### config.mk
export PLATFORM = sky130hd
export DESIGN_NAME = binary_to_decimal_ascii_formatter_core
export DESIGN_NICKNAME = d
export VERILOG_FILES = /design/src/rtl/bdaf_pkg.sv /design/src/rtl/bdaf_digit_cell.sv /design/src/rtl/bdaf_pack.sv /design/src/rtl/binary_to_decimal_ascii_formatter_core.sv
export VERILOG_INCLUDE_DIRS = /design/src /design/src/rtl
export SDC_FILE = /design/constraint.sdc
export NUM_CORES = 1
export LEC_CHECK = 0
export ABC_AREA = 1
export BUFFER_PORTS_ARGS = -buffer_cell sky130_fd_sc_hd__clkbuf_2
export CAP_MARGIN = 20
export CORE_MARGIN = 8
export CORE_UTILIZATION = 61
export CTS_CLUSTER_SIZE = 10
export DETAILED_ROUTE_END_ITERATION = 8
export GPL_TIMING_DRIVEN = 1
export PLACE_DENSITY = 0.78
export SYNTH_ARGS = -nofsm -noshare
export SYNTH_HDL_FRONTEND = slang
export SYNTH_SLANG_ARGS = --single-unit
export TNS_END_PERCENT = 30
### constraint.sdc
create_clock -name clk_i -period 6.45 [get_ports clk_i]
set_input_delay 0.9675 -clock clk_i [delete_from_list [all_inputs] [get_ports clk_i]]
set_output_delay 0.9675 -clock clk_i [all_outputs]
set_load 0.01 [all_outputs]
### src/rtl/binary_to_decimal_ascii_formatter_core_defines.svh
// Assertion macros for the decimal ASCII formatter
`ifndef BINARY_TO_DECIMAL_ASCII_FORMATTER_CORE_DEFINES_SVH
`define BINARY_TO_DECIMAL_ASCII_FORMATTER_CORE_DEFINES_SVH

// Same-cycle implication, checked outside reset
`define BDAF_ASSERT_NOW(lbl, ante, cons, msg) \
  lbl: assert property (@(posedge clk_i) disable iff (!rst_ni) (ante) |-> (cons)) \
    else $error(msg);

// Next-cycle implication, checked outside reset
`define BDAF_ASSERT_NEXT(lbl, ante, cons, msg) \
  lbl: assert property (@(posedge clk_i) disable iff (!rst_ni) (ante) |=> (cons)) \
    else $error(msg);

`endif

### src/rtl/bdaf_pkg.sv
// Shared types and constants for the decimal ASCII formatter
`timescale 1ns / 1ps

package bdaf_pkg;

  localparam int unsigned NUM_DIGITS = 5;
  localparam int unsigned NUM_CHARS  = 6;
  localparam int unsigned MAG_W      = 17;
  localparam int unsigned DIGIT_W    = 4;
  localparam int unsigned LEN_W      = 3;
  localparam int unsigned CHAR_W     = 7;

  localparam logic [CHAR_W-1:0] ASCII_ZERO  = 7'h30;
  localparam logic [CHAR_W-1:0] ASCII_NINE  = 7'h39;
  localparam logic [CHAR_W-1:0] ASCII_SPACE = 7'h20;
  localparam logic [CHAR_W-1:0] ASCII_MINUS = 7'h2D;
  localparam logic [CHAR_W-1:0] ASCII_NUL   = 7'h00;

  localparam logic [LEN_W-1:0] LEN_UBYTE = 3'd3;
  localparam logic [LEN_W-1:0] LEN_SBYTE = 3'd4;
  localparam logic [LEN_W-1:0] LEN_UWORD = 3'd5;
  localparam logic [LEN_W-1:0] LEN_SWORD = 3'd6;

  // x / 10 == (x * 52429) >> 19, exact for x below 81920
  localparam logic [15:0] DIV10_MUL   = 16'd52429;
  localparam int unsigned DIV10_SHIFT = 19;

  typedef enum logic [1:0] {
    FMT_UBYTE = 2'd0,
    FMT_SBYTE = 2'd1,
    FMT_UWORD = 2'd2,
    FMT_SWORD = 2'd3
  } fmt_e;

  typedef struct packed {
    logic [MAG_W-1:0]                    mag;
    logic                                neg;
    logic [LEN_W-1:0]                    len;
    logic [LEN_W-1:0]                    ndig;
    logic [NUM_DIGITS-1:0][DIGIT_W-1:0]  digits;
  } conv_t;

endpackage

### src/rtl/bdaf_digit_cell.sv
// One cell of the digit chain: peels off one decimal digit per stage
`timescale 1ns / 1ps

module bdaf_digit_cell #(
  parameter int unsigned Idx = 0
) (
  input  logic           clk_i,
  input  logic           rst_ni,
  input  logic           en_i,
  input  logic           valid_i,
  input  bdaf_pkg::conv_t data_i,
  output logic           valid_o,
  output bdaf_pkg::conv_t data_o
);

  logic [32:0]                   prod;
  logic [bdaf_pkg::MAG_W-1:0]    quot;
  logic [bdaf_pkg::MAG_W-1:0]    times10;
  logic [bdaf_pkg::DIGIT_W-1:0]  rem;
  logic                          present;
  bdaf_pkg::conv_t               data_d, data_q;
  logic                          valid_q;

  always_comb begin
    prod    = 33'(data_i.mag) * 33'(bdaf_pkg::DIV10_MUL);
    quot    = bdaf_pkg::MAG_W'(prod >> bdaf_pkg::DIV10_SHIFT);
    times10 = (quot << 3) + (quot << 1);
    rem     = bdaf_pkg::DIGIT_W'(data_i.mag - times10);
    // the units digit always shows, higher ones only while value remains
    present = (Idx == 0) || (data_i.mag != '0);

    data_d     = data_i;
    data_d.mag = quot;
    if (present) begin
      data_d.digits[Idx] = rem;
      data_d.ndig        = bdaf_pkg::LEN_W'(Idx + 1);
    end
  end

  always_ff @(posedge clk_i or negedge rst_ni) begin
    if (!rst_ni) begin
      valid_q <= 1'b0;
    end else if (en_i) begin
      valid_q <= valid_i;
    end
  end

  always_ff @(posedge clk_i) begin
    if (en_i) begin
      data_q <= data_d;
    end
  end

  assign valid_o = valid_q;
  assign data_o  = data_q;

endmodule

### src/rtl/bdaf_pack.sv
// Lays digits, sign and padding into the right-aligned character slots
`timescale 1ns / 1ps

module bdaf_pack (
  input  bdaf_pkg::conv_t                                          conv_i,
  output logic [bdaf_pkg::LEN_W-1:0]                               text_length_o,
  output logic [bdaf_pkg::NUM_CHARS-1:0][bdaf_pkg::CHAR_W-1:0]     chars_o
);

  always_comb begin
    logic [bdaf_pkg::LEN_W-1:0] r;
    r = '0;
    for (int j = 0; j < bdaf_pkg::NUM_CHARS; j++) begin
      // r counts positions from the right end of the field
      r = conv_i.len - bdaf_pkg::LEN_W'(j + 1);
      if (bdaf_pkg::LEN_W'(j) >= conv_i.len) begin
        chars_o[j] = bdaf_pkg::ASCII_NUL;
      end else if (r < conv_i.ndig) begin
        chars_o[j] = bdaf_pkg::ASCII_ZERO + bdaf_pkg::CHAR_W'(conv_i.digits[r]);
      end else if (r == conv_i.ndig && conv_i.neg) begin
        chars_o[j] = bdaf_pkg::ASCII_MINUS;
      end else begin
        chars_o[j] = bdaf_pkg::ASCII_SPACE;
      end
    end
  end

  assign text_length_o = conv_i.len;

endmodule

### src/rtl/binary_to_decimal_ascii_formatter_core.sv
// Top level: binary to right-aligned decimal ASCII formatter
// Input channel (in_valid_i/in_ready_o) carries a 2-bit format selector and a
// 16-bit raw value; output channel (out_valid_o/out_ready_i) carries the text
// length and six 7-bit ASCII characters, leftmost first, unused slots zero.
// Formats: unsigned byte (3 chars), signed byte (4), unsigned word (5),
// signed word (6). Negative values get a minus just before the first digit.
// Registered path from input beat to output beat: five digit cells, each
// a divide-by-10 by reciprocal multiply, then the output register.
// Throughput is one beat per cycle while out_ready_i stays high; the five
// cells and the output register hold up to six beats in flight.
// When the receiver stalls with a result waiting, the whole chain holds and
// in_ready_o drops in the same cycle; it rises again with out_ready_i.
// Reset clears all valid flags; no result is pending after reset and there
// is no other state to initialize.
`timescale 1ns / 1ps
`include "binary_to_decimal_ascii_formatter_core_defines.svh"

module binary_to_decimal_ascii_formatter_core (
  input  logic        clk_i,
  input  logic        rst_ni,
  input  logic        in_valid_i,
  output logic        in_ready_o,
  input  logic [1:0]  action_i,
  input  logic [15:0] value_i,
  output logic        out_valid_o,
  input  logic        out_ready_i,
  output logic [2:0]  text_length_o,
  output logic [6:0]  char_0_o,
  output logic [6:0]  char_1_o,
  output logic [6:0]  char_2_o,
  output logic [6:0]  char_3_o,
  output logic [6:0]  char_4_o,
  output logic [6:0]  char_5_o
);

  logic                 en;
  bdaf_pkg::fmt_e       fmt;
  bdaf_pkg::conv_t      front;
  logic                 cell_valid [bdaf_pkg::NUM_DIGITS+1];
  bdaf_pkg::conv_t      cell_data  [bdaf_pkg::NUM_DIGITS+1];

  logic [bdaf_pkg::LEN_W-1:0]                           pack_len;
  logic [bdaf_pkg::NUM_CHARS-1:0][bdaf_pkg::CHAR_W-1:0] pack_chars;

  logic                                                 out_valid_q;
  logic [bdaf_pkg::LEN_W-1:0]                           len_q;
  logic [bdaf_pkg::NUM_CHARS-1:0][bdaf_pkg::CHAR_W-1:0] chars_q;

  logic                                                 in_beat;
  logic [bdaf_pkg::CHAR_W-1:0]                          last_char;
  logic                                                 last_is_digit;
  logic                                                 slot5_clear;

  // whole chain moves unless a finished beat sits unclaimed
  assign en         = !out_valid_q || out_ready_i;
  assign in_ready_o = en;

  // format decode and magnitude; most-negative values keep their sign and full magnitude
  always_comb begin
    fmt          = bdaf_pkg::fmt_e'(action_i);
    front        = '0;
    case (fmt)
      bdaf_pkg::FMT_UBYTE: begin
        front.len = bdaf_pkg::LEN_UBYTE;
        front.mag = bdaf_pkg::MAG_W'(value_i[7:0]);
      end
      bdaf_pkg::FMT_SBYTE: begin
        front.len = bdaf_pkg::LEN_SBYTE;
        front.neg = value_i[7];
        if (value_i[7]) begin
          front.mag = bdaf_pkg::MAG_W'(9'h100 - {1'b0, value_i[7:0]});
        end else begin
          front.mag = bdaf_pkg::MAG_W'(value_i[7:0]);
        end
      end
      bdaf_pkg::FMT_UWORD: begin
        front.len = bdaf_pkg::LEN_UWORD;
        front.mag = bdaf_pkg::MAG_W'(value_i);
      end
      bdaf_pkg::FMT_SWORD: begin
        front.len = bdaf_pkg::LEN_SWORD;
        front.neg = value_i[15];
        if (value_i[15]) begin
          front.mag = 17'h10000 - bdaf_pkg::MAG_W'(value_i);
        end else begin
          front.mag = bdaf_pkg::MAG_W'(value_i);
        end
      end
      default: begin
        front.len = bdaf_pkg::LEN_UBYTE;
      end
    endcase
  end

  assign cell_valid[0] = in_valid_i;
  assign cell_data[0]  = front;

  for (genvar i = 0; i < bdaf_pkg::NUM_DIGITS; i++) begin : g_cell
    bdaf_digit_cell #(
      .Idx (i)
    ) u_cell (
      .clk_i   (clk_i),
      .rst_ni  (rst_ni),
      .en_i    (en),
      .valid_i (cell_valid[i]),
      .data_i  (cell_data[i]),
      .valid_o (cell_valid[i+1]),
      .data_o  (cell_data[i+1])
    );
  end

  bdaf_pack u_pack (
    .conv_i        (cell_data[bdaf_pkg::NUM_DIGITS]),
    .text_length_o (pack_len),
    .chars_o       (pack_chars)
  );

  always_ff @(posedge clk_i or negedge rst_ni) begin
    if (!rst_ni) begin
      out_valid_q <= 1'b0;
    end else if (en) begin
      out_valid_q <= cell_valid[bdaf_pkg::NUM_DIGITS];
    end
  end

  always_ff @(posedge clk_i) begin
    if (en) begin
      len_q   <= pack_len;
      chars_q <= pack_chars;
    end
  end

  assign out_valid_o   = out_valid_q;
  assign text_length_o = len_q;
  assign char_0_o      = chars_q[0];
  assign char_1_o      = chars_q[1];
  assign char_2_o      = chars_q[2];
  assign char_3_o      = chars_q[3];
  assign char_4_o      = chars_q[4];
  assign char_5_o      = chars_q[5];

  // rightmost character of the field, picked by text length
  always_comb begin
    case (text_length_o)
      bdaf_pkg::LEN_UBYTE: last_char = char_2_o;
      bdaf_pkg::LEN_SBYTE: last_char = char_3_o;
      bdaf_pkg::LEN_UWORD: last_char = char_4_o;
      bdaf_pkg::LEN_SWORD: last_char = char_5_o;
      default:             last_char = bdaf_pkg::ASCII_NUL;
    endcase
  end

  assign in_beat       = in_valid_i && in_ready_o;
  assign last_is_digit = last_char inside {[bdaf_pkg::ASCII_ZERO:bdaf_pkg::ASCII_NINE]};
  assign slot5_clear   = (text_length_o == bdaf_pkg::LEN_SWORD) ||
                         (char_5_o == bdaf_pkg::ASCII_NUL);

  `BDAF_ASSERT_NEXT(a_accept_enters_chain, in_beat, cell_valid[1], "beat did not enter the chain")
  `BDAF_ASSERT_NOW(a_last_char_digit, out_valid_o, last_is_digit, "last character not a digit")
  `BDAF_ASSERT_NOW(a_unused_slots_zero, out_valid_o, slot5_clear, "slot past text end not zero")

endmodule
==> impl.org <==
** Synth
- Combined area of all synthesized cells :: 0.0216 sq mm
- Cell taking the most area after synthesis :: ha_1
- After synthesis, the share of flip-flops with an asynchronous set or reset is 3.47%.
- In the synthesized netlist the dominant register cell turns out to be edfxtp_1.
- Portion of the post-synthesis area used by sequential elements :: 23.9%
- Yosys mapped a number of flops with a built-in enable equal to 167.
- Ranked by instance count, the synthesized netlist is headed by inv_1 (479), ha_1 (444), nand2_1 (318).
- For this run, the number of Yosys warnings is 0.
- Synthesis inferred 173 register bits.
- Dominant cells by area after synthesis :: ha_1 (26%), edfxtp_1 (23%), fa_1 (18%)
- A synthesized cell averages 9.38 sq um.
- The synthesized design devotes to its leading area cell type 25.7% of total area.
- Post-synthesis instance total :: 2,301
- Yosys instantiated no cell more often than inv_1.
- In this run, distinct cell masters in the synthesized netlist total 55.

** CTS
- TritonCTS clock tree :: yes
- Number of buffers inserted for hold repair after clock tree synthesis :: 0
- Clock transition at the registers of the reported paths :: 80 ps
- For this design, the sink count on the clock tree is 173.
- The H-tree was split into 4 levels.
- Clock latency on the worst-skew pair, taken at its later pin, is 460 ps.
- Clock tree root driver cell :: clkbuf_16
- Buffer levels on the longest clock path :: 2
- CTS Buf Count :: 17

** Flow run
- Across the run, the number of max-cap violations was 0.

** Global route
- For this run, the total global-route usage over all layers was measured as 24.2%.
- Global routing consumed, on the met2 layer, 42.0% of the routing resources.
- Grt met3 use :: 3.38%
- Most heavily used metal layer in global routing :: met2
- First-pass GRT wire length :: 81,900 microns
- Pin count of the biggest net entering global routing :: 90
- The number of global-route vias before repair is 17,000.
- Antenna violations before repair :: 0
- For this run, global-route usage on met1 was measured as 31.6%.
- Global routing finished with a remaining overflow of 0.

** Placement
- Counting tap cells, the placed design contains a total of 3,000 instances.
- The congestion estimate from routability-driven global placement came to 0.992.
- Buffers placed on the I/O ports in this run total 62.
- Summed over all nets, the half-perimeter wirelength after detailed placement is 42,300 microns.

** Die
- Die ar. :: 0.0417 sq mm
- Core region area :: 0.0352 sq mm
- Once the floorplan was initialized, standard cells occupied 61.3% of the core.
- Horizontal extent of the die :: 204 microns
- Top-level port count :: 69
- The die is 204 microns tall.
- The floorplan has 69 rows.

** Status
- The checks that failed: setup timing.
- Status :: complete, but fails checks

** Critical path
- In this run the critical register-to-register path is launched from g_cell[0].u_cell.data_o[35].
- The worst register-to-register path has a depth of 20.
- Sort of element at the start of the critical path :: input port
- The setup check on the worst reg-to-reg path leaves a slack of 740 ps.
- Type of the setup path with the least slack :: in -> reg
- Maximum cell stage delay along the critical path :: 560 ps
- Kind of cell with the highest combined delay on the critical path :: adder cells
- Critical path required time :: 6660 ps
- The critical path runs through a total of 39 cells.
- Arrival time reported for the critical path endpoint :: 6960 ps
- Max Fanout on Critical Path :: 4
- STA classifies the critical path endpoint as a flop.
- Cell type of the slowest stage on the worst timing path :: fa_1
- Critical Path Start :: value_i[1]
- Critical path buffers and inverters :: 8

** Drt
- Using the TritonRoute via totals, the vias-per-cell ratio works out to 5.43.
- Remaining number of nets flagged by the antenna check after routing :: 0
- # DRC :: 0
- Total wire length :: 51,100 microns
- Via Count :: 16,600
- Detailed Route Iter0 Violations :: 884
- TritonRoute pass-1 iters :: 5
- Average wire per standard cell :: 16.7 microns

** Cells and area
- The finished layout holds 3,058 standard cells, fillers aside.
- Diode insertion count for antenna repair :: 0
- The net count of the finished layout is 3,245.
- The post-route netlist has 19.4% of its cells at a drive strength greater than 1.
- From synthesis to final layout, the design area changed by 18.4%.

** STA
- Setup violations remaining at the end of the flow were counted as 7.
- Timing-limited maximum frequency :: 148 MHz
- Between clock sinks in the finished design, the worst skew comes to 22.2 ps.
- Counting I/O delays and the setup requirement, the final critical path takes 6740 ps.
- Across all setup checks in the final design, the least slack found is -295 ps.
- At the pin with the least slew margin, the transition time is 668 ps.
- The number of endpoints with negative hold slack in the final report came to 0.
- Share of the cycle needed by the critical path after routing :: 105%
- RSZ-0062 raised after global routing :: yes
- Headroom to the max-slew limit came out at 55.5%.
- The max-slew violation count is 0.

** Hold path
- In this run the worst hold path is classified as in -> async.
## cell families after synthesis
group | Yosys count | synth area share [%]
AOI/OAI and AO/OA | 298 | 7.81
xor gates and xnor gates | 56 | 2.31
adders and majority gates | 639 | 43.8
buffers and inverters | 511 | 9.10
DFF | 173 | 23.9
muxes | 18 | 0.858
other | 1 | 0.0174
and+or+nand+nor | 605 | 12.2
## worst paths after layout
kind	to
setup / recovery	g_cell[0].u_cell.data_o[3]
hold / removal	g_cell[2].u_cell.valid_o
setup reg to reg	g_cell[1].u_cell.data_o[7]
hold reg to reg	g_cell[3].u_cell.data_o[9]
max in group asynchronous	g_cell[0].u_cell.valid_o
min in group clk_i	g_cell[3].u_cell.data_o[9]
## sequential cells by signal (all words and copies together), names as in the netlist
signal                 cells
char_0_o                   6
char_1_o                   6
char_2_o                   6
char_3_o                   6
char_4_o                   6
char_5_o                   6
g_cell.u_cell.data_o     128
g_cell.u_cell.valid_o      5
out_valid_o                1
text_length_o              3
## cells in the final DEF (no fill, tap or decap), types with 6 or more instances in the layout
master and count:
inv_2 33, inv_1 452, xnor2_1 14, xor2_1 39, nor2_2 6, nor3_1 13
nor2_1 112, nand3_1 61, a21oi_2 9, edfxtp_1 167, or2_2 7, a21oi_1 122
nand2_1 296, fa_2 10, mux2i_1 14, o21a_1 9, nand3_2 12, conb_1 14
nor2_4 10, clkbuf_2 60, a21o_1 18, nand2_2 28, o21ai_0 84, ha_4 28
ha_1 414, nand4_1 22, clkinv_8 8, nand2_4 8, buf_4 202, nor4_1 7
dfrtp_1 6, fa_1 185, clkbuf_16 17, o21ai_2 7, buf_6 6
## area by class of cell
cell class / instances / area, sq um
multi-input combinational: 1630 / 15400
tap: 461 / 577
fill: 2480 / 9670
timing repair buffer: 271 / 1940
inverter: 491 / 1870
clock inverter: 15 / 209
sequential: 173 / 5160
clock buffer: 17 / 425
## layer usage
layer  part of all wire [%]  vias to the layer above
met3                    5.2                       71
met2                     50                      424
met4                    1.7                        0
li1                       -                     8125
met1                     43                     7972
met5                      0                        -
## through the flow
step | setup slack, ps | area, sq um | hold slack, ps | utilization, % | setup TNS [ps]
3_3_place_gp | -665 | 24000 | 402 | 68.1 | -7130
2_1_floorplan | -286 | 21800 | 400 | - | -517
4_1_cts | -81.1 | 24900 | 306 | 70.7 | -105
5_1_grt | -551 | 25600 | 325 | 72.5 | -3050
3_5_place_dp | -873 | 24000 | 405 | 68.1 | -9560
6_report | -295 | 25600 | 322 | 72.5 | -519
## what timing repair did
action / 4_1_cts / 5_1_grt
pin swaps: 31 / 95
endpoints found under the hold margin: 0 / 0
gates resized for setup: 46 / 121
buffers inserted: 13 / 12
setup endpoints to repair: 13 / 17
Power is not shown: default switching activity piles up to over one toggle a cycle in this logic, so the estimate is an artifact.
